===== config.mk =====
export PLATFORM = sky130hd
export DESIGN_NAME = bms_status_frame_parser_unit
export DESIGN_NICKNAME = d
export VERILOG_FILES = /design/src/sv/bsfp_pkg.sv /design/src/sv/bms_status_frame_parser_unit.sv /design/src/sv/bsfp_store.sv /design/src/sv/bsfp_datapath.sv /design/src/sv/bsfp_ctrl.sv
export SDC_FILE = /design/constraint.sdc
export NUM_CORES = 1
export LEC_CHECK = 0
export BUFFER_PORTS_ARGS = -buffer_cell sky130_fd_sc_hd__buf_2
export CAP_MARGIN = 30
export CORE_MARGIN = 5
export CORE_UTILIZATION = 40
export DETAILED_ROUTE_END_ITERATION = 16
export GPL_ROUTABILITY_DRIVEN = 1
export PLACE_DENSITY = 0.59
export RECOVER_POWER = 25
export SETUP_SLACK_MARGIN = 0.4
export SLEW_MARGIN = 20
export SYNTH_ARGS = -nofsm -noshare
export SYNTH_HDL_FRONTEND = slang
export SYNTH_SLANG_ARGS = --single-unit

===== constraint.sdc =====
create_clock -name clk -period 4.9 [get_ports clk]
set_clock_uncertainty 0.05 [all_clocks]
set_input_delay 0.49 -clock clk [delete_from_list [all_inputs] [get_ports clk]]
set_output_delay 0.49 -clock clk [all_outputs]
set_load 0.005 [all_outputs]

===== src/sv/bsfp_pkg.sv =====
`timescale 1ns / 1ps
// shared types, codes and constants of the bms status frame parser
// no dependencies; imported by every module of the block

package bsfp_pkg;

  localparam int DEF_FRAME_BYTES = 64;
  localparam int DEF_MAX_CELLS   = 30;

  localparam int OP_W      = 2;
  localparam int BYTE_W    = 8;
  localparam int STATUS_W  = 3;
  localparam int TICK_W    = 16;
  localparam int VOLT_W    = 16;
  localparam int CUR_W     = 16;
  localparam int CHARGE_W  = 8;
  localparam int TEMP_W    = 17;
  localparam int CELLS_W   = 5;
  localparam int LOW_W     = 17;
  localparam int HIGH_W    = 16;
  localparam int OUT_DATA_W = VOLT_W + CUR_W + CHARGE_W + 2 * TEMP_W + CELLS_W + LOW_W + HIGH_W;

  localparam logic [BYTE_W-1:0] END_BYTE    = 8'h77;
  localparam logic [BYTE_W-1:0] HEAD_BYTE   = 8'hDD;
  localparam logic [BYTE_W-1:0] REPLY_BASIC = 8'h03;
  localparam logic [BYTE_W-1:0] REPLY_CELLS = 8'h04;
  localparam logic [TEMP_W-1:0] TEMP_OFFSET   = 17'd2731;
  localparam logic [LOW_W-1:0]  NO_CELL_LOW   = 17'd100000;
  localparam logic [TICK_W-1:0] TIMEOUT_RESET = 16'd500;
  localparam int MIN_FRAME = 6;

  // byte positions inside a frame
  localparam int POS_HEAD       = 0;
  localparam int POS_CMD        = 1;
  localparam int POS_COUNT      = 3;
  localparam int POS_FIRST_CELL = 5;
  localparam int POS_VOLT_LO    = 5;
  localparam int POS_CUR_LO     = 7;
  localparam int POS_CHARGE     = 23;
  localparam int POS_T1_LO      = 28;
  localparam int POS_T2_LO      = 30;
  localparam int POS_BASIC_LAST = 30;

  typedef enum logic [OP_W-1:0] {
    OP_START_BASIC = 2'd0,
    OP_START_CELLS = 2'd1,
    OP_BYTE        = 2'd2,
    OP_TICK        = 2'd3
  } op_t;

  typedef enum logic [STATUS_W-1:0] {
    STS_BASIC_OK = 3'd0,
    STS_CELLS_OK = 3'd1,
    STS_BAD_CMD  = 3'd2,
    STS_OVERFLOW = 3'd3,
    STS_TIMEOUT  = 3'd4
  } status_t;

  typedef enum logic [1:0] {
    MODE_IDLE  = 2'd0,
    MODE_BASIC = 2'd1,
    MODE_CELLS = 2'd2
  } mode_t;

  typedef struct packed {
    logic item_go;
    logic walk_start;
    logic walk_run;
    logic walk_finish;
  } dp_cmd_t;

  typedef struct packed {
    logic    emit_now;
    status_t emit_code;
    logic    frame_end;
    logic    walk_done;
    status_t walk_code;
  } dp_stat_t;

endpackage


===== src/sv/bms_status_frame_parser_unit.sv =====
`timescale 1ns / 1ps
// a start, ignored word or tick is simply taken; a timeout or overflow result is registered for next cycle
// a frame-ending byte starts a store walk, one read per cycle, to position 30 for a basic read,
// to max(30, 2*cells+3) for a cell-answered cell read, result shown the cycle after the walk
// throughput: one word per cycle outside walks; input stalls during a walk or a waiting result
// reset: synchronous active-low rst_n clears control, store valid bits and held values
module bms_status_frame_parser_unit #(
  parameter int FRAME_BYTES = bsfp_pkg::DEF_FRAME_BYTES,
  parameter int MAX_CELLS   = bsfp_pkg::DEF_MAX_CELLS
) (
  input  logic                            clk,
  input  logic                            rst_n,
  // input channel
  input  logic                            in_tvalid,
  output logic                            in_tready,
  input  logic [bsfp_pkg::BYTE_W-1:0]     in_tdata,   // data_byte[7:0]
  input  logic [bsfp_pkg::OP_W-1:0]       in_tuser,   // operation[1:0]
  // result channel
  output logic                            out_tvalid,
  input  logic                            out_tready,
  // pack_voltage_cv[15:0], pack_current_ca[31:16], charge_level[39:32],
  // temp_first_dc[56:40], temp_second_dc[73:57], cells_in_pack[78:74],
  // cell_min_mv[95:79], cell_max_mv[111:96]
  output logic [bsfp_pkg::OUT_DATA_W-1:0] out_tdata,
  output logic [bsfp_pkg::STATUS_W-1:0]   out_tuser,  // status[2:0]
  // timeout register write channel
  input  logic                            cfg_valid,
  output logic                            cfg_ready,
  input  logic [bsfp_pkg::TICK_W-1:0]     cfg_data    // timeout_ticks[15:0]
);
  import bsfp_pkg::*;

  dp_cmd_t  cmd;
  dp_stat_t stat;

  logic [VOLT_W-1:0]   pack_voltage_cv;
  logic [CUR_W-1:0]    pack_current_ca;
  logic [CHARGE_W-1:0] charge_level;
  logic [TEMP_W-1:0]   temp_first_dc;
  logic [TEMP_W-1:0]   temp_second_dc;
  logic [CELLS_W-1:0]  cells_in_pack;
  logic [LOW_W-1:0]    cell_min_mv;
  logic [HIGH_W-1:0]   cell_max_mv;

  // register write always taken; the user must write it only while idle, the block does not enforce it
  assign cfg_ready = 1'b1;

  bsfp_ctrl u_ctrl (
    .clk       (clk),
    .rst_n     (rst_n),
    .in_tvalid (in_tvalid),
    .in_tready (in_tready),
    .out_tvalid(out_tvalid),
    .out_tready(out_tready),
    .out_status(out_tuser),
    .cmd       (cmd),
    .stat      (stat)
  );

  bsfp_datapath #(
    .FRAME_BYTES(FRAME_BYTES),
    .MAX_CELLS  (MAX_CELLS)
  ) u_dp (
    .clk            (clk),
    .rst_n          (rst_n),
    .cmd            (cmd),
    .stat           (stat),
    .op_in          (in_tuser),
    .byte_in        (in_tdata),
    .cfg_we         (cfg_valid && cfg_ready),
    .cfg_wdata      (cfg_data),
    .pack_voltage_cv(pack_voltage_cv),
    .pack_current_ca(pack_current_ca),
    .charge_level   (charge_level),
    .temp_first_dc  (temp_first_dc),
    .temp_second_dc (temp_second_dc),
    .cells_in_pack  (cells_in_pack),
    .cell_min_mv    (cell_min_mv),
    .cell_max_mv    (cell_max_mv)
  );

  // held values only change during a walk, which never overlaps a waiting result
  assign out_tdata = {cell_max_mv, cell_min_mv, cells_in_pack, temp_second_dc,
                      temp_first_dc, charge_level, pack_current_ca, pack_voltage_cv};

endmodule


===== src/sv/bsfp_store.sv =====
`timescale 1ns / 1ps
// frame byte store: one write port, one registered read port, valid bit per entry
// depends on bsfp_pkg

module bsfp_store #(
  parameter int FRAME_BYTES = bsfp_pkg::DEF_FRAME_BYTES,
  parameter int PW          = 5
) (
  input  logic                        clk,
  input  logic                        rst_n,
  input  logic                        wr_en,
  input  logic [$clog2(FRAME_BYTES)-1:0] wr_addr,
  input  logic [bsfp_pkg::BYTE_W-1:0] wr_data,
  input  logic                        rd_en,
  input  logic [PW-1:0]               rd_pos,
  output logic [bsfp_pkg::BYTE_W-1:0] rd_data
);
  import bsfp_pkg::*;

  localparam int AW = $clog2(FRAME_BYTES);

  logic [BYTE_W-1:0] mem_r [FRAME_BYTES];
  logic [FRAME_BYTES-1:0] vld_r;
  logic [BYTE_W-1:0] rd_data_r;
  logic [31:0] pos_ext;
  logic [AW-1:0] rd_idx;
  logic in_range;

  assign pos_ext  = 32'(rd_pos);
  assign rd_idx   = pos_ext[AW-1:0];
  assign in_range = pos_ext < FRAME_BYTES;

  always_ff @(posedge clk) begin
    if (wr_en) begin
      mem_r[wr_addr] <= wr_data;
    end
  end

  // never-written entries read as zero
  always_ff @(posedge clk) begin
    if (!rst_n) begin
      vld_r <= '0;
    end else if (wr_en) begin
      vld_r[wr_addr] <= 1'b1;
    end
  end

  always_ff @(posedge clk) begin
    if (rd_en) begin
      rd_data_r <= (in_range && vld_r[rd_idx]) ? mem_r[rd_idx] : '0;
    end
  end

  assign rd_data = rd_data_r;

endmodule


===== src/sv/bsfp_datapath.sv =====
`timescale 1ns / 1ps
// datapath: read state, counters, timeout register, frame walk and held values
// depends on bsfp_pkg and bsfp_store

module bsfp_datapath #(
  parameter int FRAME_BYTES = bsfp_pkg::DEF_FRAME_BYTES,
  parameter int MAX_CELLS   = bsfp_pkg::DEF_MAX_CELLS
) (
  input  logic                           clk,
  input  logic                           rst_n,
  input  bsfp_pkg::dp_cmd_t              cmd,
  output bsfp_pkg::dp_stat_t             stat,
  input  logic [bsfp_pkg::OP_W-1:0]      op_in,
  input  logic [bsfp_pkg::BYTE_W-1:0]    byte_in,
  input  logic                           cfg_we,
  input  logic [bsfp_pkg::TICK_W-1:0]    cfg_wdata,
  output logic [bsfp_pkg::VOLT_W-1:0]    pack_voltage_cv,
  output logic [bsfp_pkg::CUR_W-1:0]     pack_current_ca,
  output logic [bsfp_pkg::CHARGE_W-1:0]  charge_level,
  output logic [bsfp_pkg::TEMP_W-1:0]    temp_first_dc,
  output logic [bsfp_pkg::TEMP_W-1:0]    temp_second_dc,
  output logic [bsfp_pkg::CELLS_W-1:0]   cells_in_pack,
  output logic [bsfp_pkg::LOW_W-1:0]     cell_min_mv,
  output logic [bsfp_pkg::HIGH_W-1:0]    cell_max_mv
);
  import bsfp_pkg::*;

  localparam int AW       = $clog2(FRAME_BYTES);
  localparam int CNTW     = $clog2(FRAME_BYTES + 1);
  localparam int NW       = $clog2(MAX_CELLS + 1);
  localparam int LAST_POS = (2 * MAX_CELLS + 3 > POS_BASIC_LAST) ?
                            2 * MAX_CELLS + 3 : POS_BASIC_LAST;
  localparam int PW       = $clog2(LAST_POS + 1);

  op_t op;
  assign op = op_t'(op_in);

  // read state
  mode_t mode_r, mode_nxt;
  logic [CNTW-1:0] count_r, count_nxt, cnt_inc;
  logic [TICK_W-1:0] tick_r, tick_nxt, tick_inc;
  logic [TICK_W-1:0] timeout_r;
  logic wr_en;

  // status toward the controller
  logic    emit_now_c;
  status_t emit_code_c;
  logic    frame_end_c;
  logic    walk_done_c;
  status_t walk_code_c;

  // walk
  logic [PW-1:0] rd_pos_r, tag_r, cell_last, walk_last;
  logic rd_vld_r, proc;
  logic [BYTE_W-1:0] rd_data, prev_r, cmd_r;
  logic head_ok_r;
  logic [NW-1:0] n_r, n_clamped;
  logic [BYTE_W-2:0] n_raw;
  logic [2*BYTE_W-1:0] pair;
  logic cells_go, cell_hit;
  logic [LOW_W-1:0] lo_w_r, lo_new;
  logic [HIGH_W-1:0] hi_w_r, hi_new;

  // held values
  logic [VOLT_W-1:0] volt_r;
  logic signed [CUR_W-1:0] cur_r;
  logic [CHARGE_W-1:0] charge_r;
  logic signed [TEMP_W-1:0] t1_r, t2_r;
  logic [NW-1:0] cell_count_r;
  logic [LOW_W-1:0] cell_low_r;
  logic [HIGH_W-1:0] cell_high_r;

  assign cnt_inc  = count_r + CNTW'(1);
  assign tick_inc = tick_r + TICK_W'(1);

  always_comb begin
    mode_nxt    = mode_r;
    count_nxt   = count_r;
    tick_nxt    = tick_r;
    wr_en       = 1'b0;
    emit_now_c  = 1'b0;
    emit_code_c = STS_TIMEOUT;
    frame_end_c = 1'b0;
    if (cmd.item_go) begin
      unique case (op)
        OP_START_BASIC, OP_START_CELLS: begin
          mode_nxt  = (op == OP_START_BASIC) ? MODE_BASIC : MODE_CELLS;
          count_nxt = '0;
          tick_nxt  = '0;
        end
        OP_TICK: begin
          if (mode_r != MODE_IDLE) begin
            tick_nxt = tick_inc;
            if (tick_inc >= timeout_r) begin
              emit_now_c  = 1'b1;
              emit_code_c = STS_TIMEOUT;
              mode_nxt    = MODE_IDLE;
            end
          end
        end
        OP_BYTE: begin
          if (mode_r != MODE_IDLE) begin
            wr_en     = 32'(count_r) < FRAME_BYTES;
            count_nxt = cnt_inc;
            if (byte_in == END_BYTE && 32'(cnt_inc) > MIN_FRAME) begin
              frame_end_c = 1'b1;
            end else if (32'(cnt_inc) >= FRAME_BYTES) begin
              emit_now_c  = 1'b1;
              emit_code_c = STS_OVERFLOW;
              mode_nxt    = MODE_IDLE;
            end
          end
        end
      endcase
    end
    if (cmd.walk_finish) begin
      mode_nxt = MODE_IDLE;
    end
  end

  always_ff @(posedge clk) begin
    if (!rst_n) begin
      mode_r    <= MODE_IDLE;
      count_r   <= '0;
      tick_r    <= '0;
      timeout_r <= TIMEOUT_RESET;
    end else begin
      mode_r  <= mode_nxt;
      count_r <= count_nxt;
      tick_r  <= tick_nxt;
      if (cfg_we) begin
        timeout_r <= cfg_wdata;
      end
    end
  end

  bsfp_store #(
    .FRAME_BYTES(FRAME_BYTES),
    .PW         (PW)
  ) u_store (
    .clk    (clk),
    .rst_n  (rst_n),
    .wr_en  (wr_en),
    .wr_addr(count_r[AW-1:0]),
    .wr_data(byte_in),
    .rd_en  (cmd.walk_run),
    .rd_pos (rd_pos_r),
    .rd_data(rd_data)
  );

  // read one position per cycle; data and its tag are registered and arrive in the cycle after the read
  always_ff @(posedge clk) begin
    if (!rst_n) begin
      rd_vld_r <= 1'b0;
    end else begin
      rd_vld_r <= cmd.walk_run;
    end
  end

  always_ff @(posedge clk) begin
    if (cmd.walk_start) begin
      rd_pos_r <= '0;
    end else if (cmd.walk_run) begin
      rd_pos_r <= rd_pos_r + PW'(1);
    end
    if (cmd.walk_run) begin
      tag_r <= rd_pos_r;
    end
  end

  assign proc      = rd_vld_r && cmd.walk_run;
  assign pair      = {prev_r, rd_data};
  assign n_raw     = rd_data[BYTE_W-1:1];
  assign n_clamped = (32'(n_raw) > MAX_CELLS) ? NW'(MAX_CELLS) : NW'(n_raw);
  assign cells_go  = (mode_r == MODE_CELLS) && (cmd_r == REPLY_CELLS);
  assign cell_last = PW'({n_r, 1'b0}) + PW'(3);
  assign walk_last = (cells_go && cell_last > PW'(POS_BASIC_LAST)) ?
                     cell_last : PW'(POS_BASIC_LAST);
  assign cell_hit  = proc && tag_r[0] && tag_r >= PW'(POS_FIRST_CELL) && tag_r <= cell_last;
  assign lo_new    = (cell_hit && LOW_W'(pair) < lo_w_r) ? LOW_W'(pair) : lo_w_r;
  assign hi_new    = (cell_hit && pair > hi_w_r) ? pair : hi_w_r;

  always_ff @(posedge clk) begin
    if (cmd.walk_start) begin
      lo_w_r <= NO_CELL_LOW;
      hi_w_r <= '0;
    end else if (proc) begin
      lo_w_r <= lo_new;
      hi_w_r <= hi_new;
    end
    if (proc) begin
      prev_r <= rd_data;
      if (tag_r == PW'(POS_HEAD))  head_ok_r <= (rd_data == HEAD_BYTE);
      if (tag_r == PW'(POS_CMD))   cmd_r <= rd_data;
      if (tag_r == PW'(POS_COUNT)) n_r <= n_clamped;
    end
  end

  assign walk_done_c = proc && (tag_r == walk_last);

  always_comb begin
    priority if (mode_r == MODE_CELLS) begin
      walk_code_c = (cmd_r == REPLY_CELLS) ? STS_CELLS_OK : STS_BAD_CMD;
    end else begin
      walk_code_c = (cmd_r == REPLY_BASIC) ? STS_BASIC_OK : STS_BAD_CMD;
    end
  end

  assign stat = {emit_now_c, emit_code_c, frame_end_c, walk_done_c, walk_code_c};

  // held values: basic fields only when the header matches
  always_ff @(posedge clk) begin
    if (!rst_n) begin
      volt_r      <= '0;
      cur_r       <= '0;
      charge_r    <= '0;
      t1_r        <= '0;
      t2_r        <= '0;
      cell_count_r <= '0;
      cell_low_r  <= NO_CELL_LOW;
      cell_high_r <= '0;
    end else begin
      if (proc && head_ok_r) begin
        if (tag_r == PW'(POS_VOLT_LO)) volt_r   <= pair;
        if (tag_r == PW'(POS_CUR_LO))  cur_r    <= pair;
        if (tag_r == PW'(POS_CHARGE))  charge_r <= rd_data;
        if (tag_r == PW'(POS_T1_LO))   t1_r     <= {1'b0, pair} - TEMP_OFFSET;
        if (tag_r == PW'(POS_T2_LO))   t2_r     <= {1'b0, pair} - TEMP_OFFSET;
      end
      if (cmd.walk_finish && cells_go) begin
        cell_count_r <= n_r;
        cell_low_r   <= lo_new;
        cell_high_r  <= hi_new;
      end
    end
  end

  assign pack_voltage_cv = volt_r;
  assign pack_current_ca = cur_r;
  assign charge_level    = charge_r;
  assign temp_first_dc   = t1_r;
  assign temp_second_dc  = t2_r;
  assign cells_in_pack   = CELLS_W'(cell_count_r);
  assign cell_min_mv     = cell_low_r;
  assign cell_max_mv     = cell_high_r;

endmodule


===== src/sv/bsfp_ctrl.sv =====
`timescale 1ns / 1ps
// controller: input and result handshakes, frame walk sequencing, result status register
// depends on bsfp_pkg

module bsfp_ctrl (
  input  logic                          clk,
  input  logic                          rst_n,
  input  logic                          in_tvalid,
  output logic                          in_tready,
  output logic                          out_tvalid,
  input  logic                          out_tready,
  output logic [bsfp_pkg::STATUS_W-1:0] out_status,
  output bsfp_pkg::dp_cmd_t             cmd,
  input  bsfp_pkg::dp_stat_t            stat
);
  import bsfp_pkg::*;

  typedef enum logic [1:0] {
    ST_IDLE = 2'b01,
    ST_WALK = 2'b10
  } ctrl_state_t;

  ctrl_state_t state_r, state_nxt;
  logic out_valid_r, out_valid_nxt;
  status_t status_r;
  logic accept, load;
  status_t load_code;

  assign in_tready = (state_r == ST_IDLE) && (!out_valid_r || out_tready);
  assign accept    = in_tvalid && in_tready;

  // item_go, walk_start, walk_run, walk_finish
  assign cmd = {accept, accept && stat.frame_end, state_r == ST_WALK,
                (state_r == ST_WALK) && stat.walk_done};

  always_comb begin
    state_nxt = state_r;
    load      = 1'b0;
    load_code = stat.emit_code;
    unique case (state_r)
      ST_IDLE: begin
        if (accept && stat.frame_end) begin
          state_nxt = ST_WALK;
        end
        load = accept && stat.emit_now;
      end
      ST_WALK: begin
        if (stat.walk_done) begin
          state_nxt = ST_IDLE;
          load      = 1'b1;
          load_code = stat.walk_code;
        end
      end
      default: state_nxt = ST_IDLE;
    endcase
  end

  assign out_valid_nxt = load ? 1'b1 : (out_tready ? 1'b0 : out_valid_r);

  always_ff @(posedge clk) begin
    if (!rst_n) begin
      state_r     <= ST_IDLE;
      out_valid_r <= 1'b0;
    end else begin
      state_r     <= state_nxt;
      out_valid_r <= out_valid_nxt;
    end
  end

  always_ff @(posedge clk) begin
    if (load) begin
      status_r <= load_code;
    end
  end

  assign out_tvalid = out_valid_r;
  assign out_status = status_r;

`ifndef SYNTHESIS
  a_no_overwrite: assert property (@(posedge clk) disable iff (!rst_n)
    (load && out_valid_r) |-> out_tready)
    else $error("result word loaded over an untaken result");

  a_walk_from_accept: assert property (@(posedge clk) disable iff (!rst_n)
    $rose(state_r == ST_WALK) |-> $past(accept && stat.frame_end))
    else $error("frame walk started without an ending byte");

  a_quick_result: assert property (@(posedge clk) disable iff (!rst_n)
    (accept && stat.emit_now) |=> (out_valid_r && state_r == ST_IDLE))
    else $error("timeout or overflow result not presented");
`endif

endmodule


==> flow_results.xml <==
<?xml version="1.0" encoding="UTF-8"?>
<metrics>
  <group name="placement">
    <metric name="hpwlAfterDp" unit="um">52700</metric>
    <metric name="port_buffers" unit="">147</metric>
    <metric name="place_ws" unit="ns">1.14</metric>
    <metric name="place.gp.congestion" unit="">0.836</metric>
  </group>
  <group name="die">
    <metric name="fp.dieH" unit="um">296</metric>
    <metric name="initial_utilization" unit="%">40.1</metric>
    <metric name="die-width" unit="um">296</metric>
    <metric name="coreArea" unit="mm2">0.0817</metric>
    <metric name="rows" unit="">105</metric>
    <metric name="die_area" unit="mm2">0.0877</metric>
    <metric name="ioPinCount" unit="">149</metric>
  </group>
  <group name="timing">
    <metric name="final.setup.tns" unit="ns">0</metric>
    <metric name="final_hold_viol_count" unit="">0</metric>
    <metric name="fin_hold_ws" unit="ns">0.0404</metric>
    <metric name="setup_repair_after_global_routing_missed_its_margin" unit="">no</metric>
    <metric name="setup_slack" unit="ns">1.12</metric>
    <metric name="timing_max_transition_violations_final" unit="">520</metric>
    <metric name="setup_violations" unit="">0</metric>
    <metric name="fmax" unit="MHz">265</metric>
    <metric name="final_period_minus_worst_setup_slack" unit="ns">3.78</metric>
    <metric name="timing_worst_slew_pin_value" unit="ns">3.28</metric>
    <metric name="final_min_period_over_clock_period" unit="%">77.1</metric>
    <metric name="slew-limit-headroom" unit="%">-119</metric>
  </group>
  <group name="final_layout">
    <metric name="final_layout_size_suffix_gt1_share" unit="%">22.3</metric>
    <metric name="synthToLayoutAreaGrowth" unit="%">15.5</metric>
    <metric name="top_library_cells_by_usage_in_the_layout_fill_and_taps_aside" unit="">sky130_fd_sc_hd__edfxtp_1, sky130_fd_sc_hd__dfxtp_1, sky130_fd_sc_hd__nor2_1</metric>
    <metric name="regArea" unit="mm2">0.0218</metric>
    <metric name="finalCoreUtilization" unit="%">46.3</metric>
    <metric name="layout.nets" unit="">2444</metric>
    <metric name="n_fill_cell" unit="">7113</metric>
    <metric name="layout.cells.most_common" unit="">sky130_fd_sc_hd__edfxtp_1</metric>
    <metric name="multi_input_area" unit="mm2">0.0103</metric>
  </group>
  <group name="global_route">
    <metric name="grt_remaining_overflow" unit="">0</metric>
    <metric name="maximum_number_of_pins_on_one_net_before_global_route_repair" unit="">65</metric>
    <metric name="grt_pass1_wl" unit="um">122000</metric>
    <metric name="first_global_vias" unit="">19100</metric>
    <metric name="grt_usage" unit="%">18.3</metric>
    <metric name="antenna_found_initial" unit="">0</metric>
  </group>
  <group name="synth">
    <metric name="syn_avg_cell_area" unit="um2">15.1</metric>
    <metric name="synth.yosys.seq_area_share" unit="%">66.4</metric>
    <metric name="synth_seq_cells" unit="">811</metric>
    <metric name="synth_warnings" unit="">0</metric>
    <metric name="ys_dominant_reg_cell" unit="">sky130_fd_sc_hd__edfxtp_1</metric>
    <metric name="netlist-cell-type-count" unit="">69</metric>
    <metric name="post_synth_instance_area" unit="mm2">0.0328</metric>
    <metric name="synth_enable_flop_cells" unit="">551</metric>
    <metric name="synthArstFlopShare" unit="%">0</metric>
    <metric name="syn-num-nets" unit="">2262</metric>
    <metric name="postSynthCellCount" unit="">2171</metric>
  </group>
  <group name="power">
    <metric name="net_switching_power" unit="uW">2850</metric>
    <metric name="power.sequential.fraction" unit="%">51.8</metric>
    <metric name="power_switching_share" unit="%">20.2</metric>
    <metric name="p_leak" unit="uW">0.0137</metric>
    <metric name="internal_power" unit="uW">11300</metric>
    <metric name="power_frac_comb" unit="%">1.3</metric>
    <metric name="cellPowerDensity" unit="mW/mm2">374</metric>
    <metric name="maximum_resistive_drop_on_vdd" unit="V">0.000288</metric>
    <metric name="clkPwrFrac" unit="%">46.9</metric>
  </group>
  <group name="clock_tree">
    <metric name="ctsResizeCount" unit="">0</metric>
    <metric name="clkLatencyLatePin" unit="ns">0.63</metric>
    <metric name="clk_path_buf_depth" unit="">3</metric>
    <metric name="post_cts_hold_buffer_count" unit="">0</metric>
    <metric name="cts.htree.levels" unit="">3</metric>
    <metric name="clkTransAtPathRegs" unit="ns">0.06</metric>
    <metric name="tritoncts" unit="">yes</metric>
    <metric name="cts_buffers" unit="">87</metric>
    <metric name="cts_root_buffer" unit="">sky130_fd_sc_hd__clkbuf_16</metric>
    <metric name="cts_setup_buffers" unit="">0</metric>
    <metric name="clock_sink_count" unit="">811</metric>
  </group>
  <group name="drt">
    <metric name="avgViaCountPerCell" unit="">5.52</metric>
    <metric name="postRouteWirelength" unit="um">81600</metric>
    <metric name="number_of_remaining_drc_errors" unit="">0</metric>
    <metric name="ant_nets" unit="">0</metric>
    <metric name="first_pass_iters" unit="">5</metric>
    <metric name="detailroute.via_count" unit="">19300</metric>
    <metric name="drt_first_iter_violations" unit="">1481</metric>
    <metric name="drt-wirelength-per-cell" unit="um">23.3</metric>
  </group>
  <group name="setup_path">
    <metric name="timing_worst_setup_path_type" unit="">flop to flop</metric>
    <metric name="critPathSlowestCell" unit="">sky130_fd_sc_hd__nor3_1</metric>
    <metric name="crit-reg2reg-launch" unit="">u_dp.tick_r[0]$_SDFFE_PN0P_</metric>
    <metric name="worst_path_largest_cell_delay" unit="ns">0.54</metric>
    <metric name="cp_cell_sequence" unit="">nand4_1 &gt; nor3_1 &gt; nand3_1 &gt; or2_2 &gt; xnor2_1 &gt; ha_1 &gt; and4_1 &gt; nor3b_1 &gt; o31ai_1 &gt; nand2_1 &gt; and3_1 &gt; o211ai_1 &gt; a21oi_1</metric>
    <metric name="endpoint_arrival_time_on_the_critical_path" unit="ns">4.02</metric>
    <metric name="required" unit="ns">5.14</metric>
    <metric name="setup.worst_path.end_class" unit="">flop</metric>
    <metric name="category_of_the_worst_setup_path_launch_point" unit="">flop</metric>
    <metric name="critical_path_peak_fanout" unit="">6</metric>
    <metric name="critPathTopFamily" unit="">simple AND/OR/NAND/NOR gates</metric>
    <metric name="crit_start" unit="">u_dp.tick_r[0]$_SDFFE_PN0P_</metric>
    <metric name="critical_path.n_buffers_inverters" unit="">0</metric>
  </group>
  <group name="status">
    <metric name="outcome" unit="">finished, violations left</metric>
    <metric name="violations" unit="">max-capacitance violations, max-slew violations</metric>
  </group>
  <group name="min_path">
    <metric name="hold_path.class" unit="">input port to flop</metric>
    <metric name="hold_start" unit="">cfg_data[7]</metric>
  </group>
  <group name="flow_run">
    <metric name="timing.max_cap.violations" unit="">8</metric>
  </group>
</metrics>
## synthesized netlist by cell type, types with 3 or more instances
cell type                  number  area, um2
sky130_fd_sc_hd__edfxtp_1     551      16500
sky130_fd_sc_hd__dfxtp_1      260       5200
sky130_fd_sc_hd__nor2_1       200        751
sky130_fd_sc_hd__mux4_2       180       4050
sky130_fd_sc_hd__a21oi_1      115        576
sky130_fd_sc_hd__nand2_1      114        428
sky130_fd_sc_hd__mux2i_1       91        911
sky130_fd_sc_hd__clkbuf_1      87        327
sky130_fd_sc_hd__o21a_1        67        503
sky130_fd_sc_hd__inv_1         63        236
sky130_fd_sc_hd__ha_1          60        751
sky130_fd_sc_hd__o21ai_0       60        300
sky130_fd_sc_hd__nand3_1       35        175
sky130_fd_sc_hd__buf_2         27        135
sky130_fd_sc_hd__xnor2_1       25        219
sky130_fd_sc_hd__nor3_1        23        115
sky130_fd_sc_hd__a211oi_1      16        120
sky130_fd_sc_hd__nand4_1       16        100
sky130_fd_sc_hd__xor2_1        14        123
sky130_fd_sc_hd__and3_1        11       68.8
sky130_fd_sc_hd__nand2b_1      11       68.8
sky130_fd_sc_hd__o22ai_1       11       68.8
sky130_fd_sc_hd__or3_1         11       68.8
sky130_fd_sc_hd__o211ai_1      10       75.1
sky130_fd_sc_hd__buf_1          9       33.8
sky130_fd_sc_hd__and2_1         8       50.1
sky130_fd_sc_hd__nand3b_1       8       60.1
sky130_fd_sc_hd__nor2b_1        7       43.8
sky130_fd_sc_hd__or2_2          7       43.8
sky130_fd_sc_hd__a21o_1         6       45.0
sky130_fd_sc_hd__a31oi_1        6       37.5
sky130_fd_sc_hd__a211o_1        5       43.8
sky130_fd_sc_hd__a22oi_1        4       30.0
sky130_fd_sc_hd__a21boi_0       3       22.5
sky130_fd_sc_hd__nand4b_1       3       26.3
sky130_fd_sc_hd__nor4_1         3       18.8
## final timing paths
path                                                             to  slack (ns)  cells after the start
worst max-delay path                 u_ctrl.out_status[1]$_DFFE_PP_        1.12                     13
worst min-delay path                 u_dp.timeout_r[7]$_SDFFE_PN1P_        0.04                      3
worst max register to register       u_ctrl.out_status[1]$_DFFE_PP_        1.12                     13
worst min register to register  u_dp.temp_second_dc[6]$_SDFFE_PN0P_        0.40                      2
## metrics by stage
stage,cell area [um2],cells,power [uW]
finish,37900,3499,14100
detailed placement,35000,3333,7640
CTS,37900,3497,14300
floorplan,32800,2171,7530
global route,37900,3498,14600
global placement,34900,3331,7640
## state kept, by name, summed over array words and instances, names as in the netlist, 6 cells and up
| name | flops |
|---|---|
| u_dp.charge_level | 8 |
| u_dp.u_store.vld_r | 64 |
| u_dp.cmd_r | 8 |
| u_dp.lo_w_r | 17 |
| u_dp.u_store.mem_r | 512 |
| u_dp.pack_voltage_cv | 16 |
| u_dp.hi_w_r | 16 |
| u_dp.temp_second_dc | 17 |
| u_dp.tag_r | 6 |
| u_dp.count_r | 7 |
| u_dp.cell_max_mv | 16 |
| u_dp.timeout_r | 16 |
| u_dp.tick_r | 16 |
| u_dp.rd_pos_r | 6 |
| u_dp.pack_current_ca | 16 |
| u_dp.u_store.rd_data | 8 |
| u_dp.cell_min_mv | 17 |
| u_dp.temp_first_dc | 17 |
| u_dp.prev_r | 8 |
## logic make-up (layout without fill, tap and decap cells)
logic type | count (synthesis) | in the layout | synth area share, %
xor+xnor | 40 | 40 | 1.09
other cells | 1 | 2 | 0.0114
buf+inv | 191 | 448 | 2.36
mux | 272 | 272 | 15.2
flops | 811 | 811 | 66.4
compound gates | 326 | 326 | 6.17
simple gates | 470 | 470 | 6.51
fa+ha+maj | 60 | 60 | 2.29
## layout make-up
cell class                 instances  share of cell area (%)
clock buffer                     123                    6.49
tap                             1070                    3.54
timing repair buffer             221                    3.46
inverter                          63                   0.628
antenna                            1                 0.00661
clock inverter                    41                    1.25
multi-input combinational       1169                    27.2
sequential                       811                    57.5
## power groups by stage
stage	logic (uW)	registers (uW)	clock network [uW]
2_1_floorplan	70.1	7460	0
3_3_place_gp	183	7460	0
3_5_place_dp	188	7460	0
4_1_cts	189	7310	6790
5_1_grt	200	7320	7080
6_report	182	7320	6640
## metal layers
metal,vias up,share of wire (%),GRT usage (%)
li1,8644,-,-
met1,9884,43,25.1
met2,629,48,30.3
met3,143,6.4,3.01
met4,0,2.8,5.62
met5,-,0,0
## tightest hold or removal path, stage by stage
cell and delay, ns:
sky130_fd_sc_hd__buf_2 0.08, sky130_fd_sc_hd__nand2_1 0.05, sky130_fd_sc_hd__o211ai_1 0.06
Power figures use the tool's default switching activity.
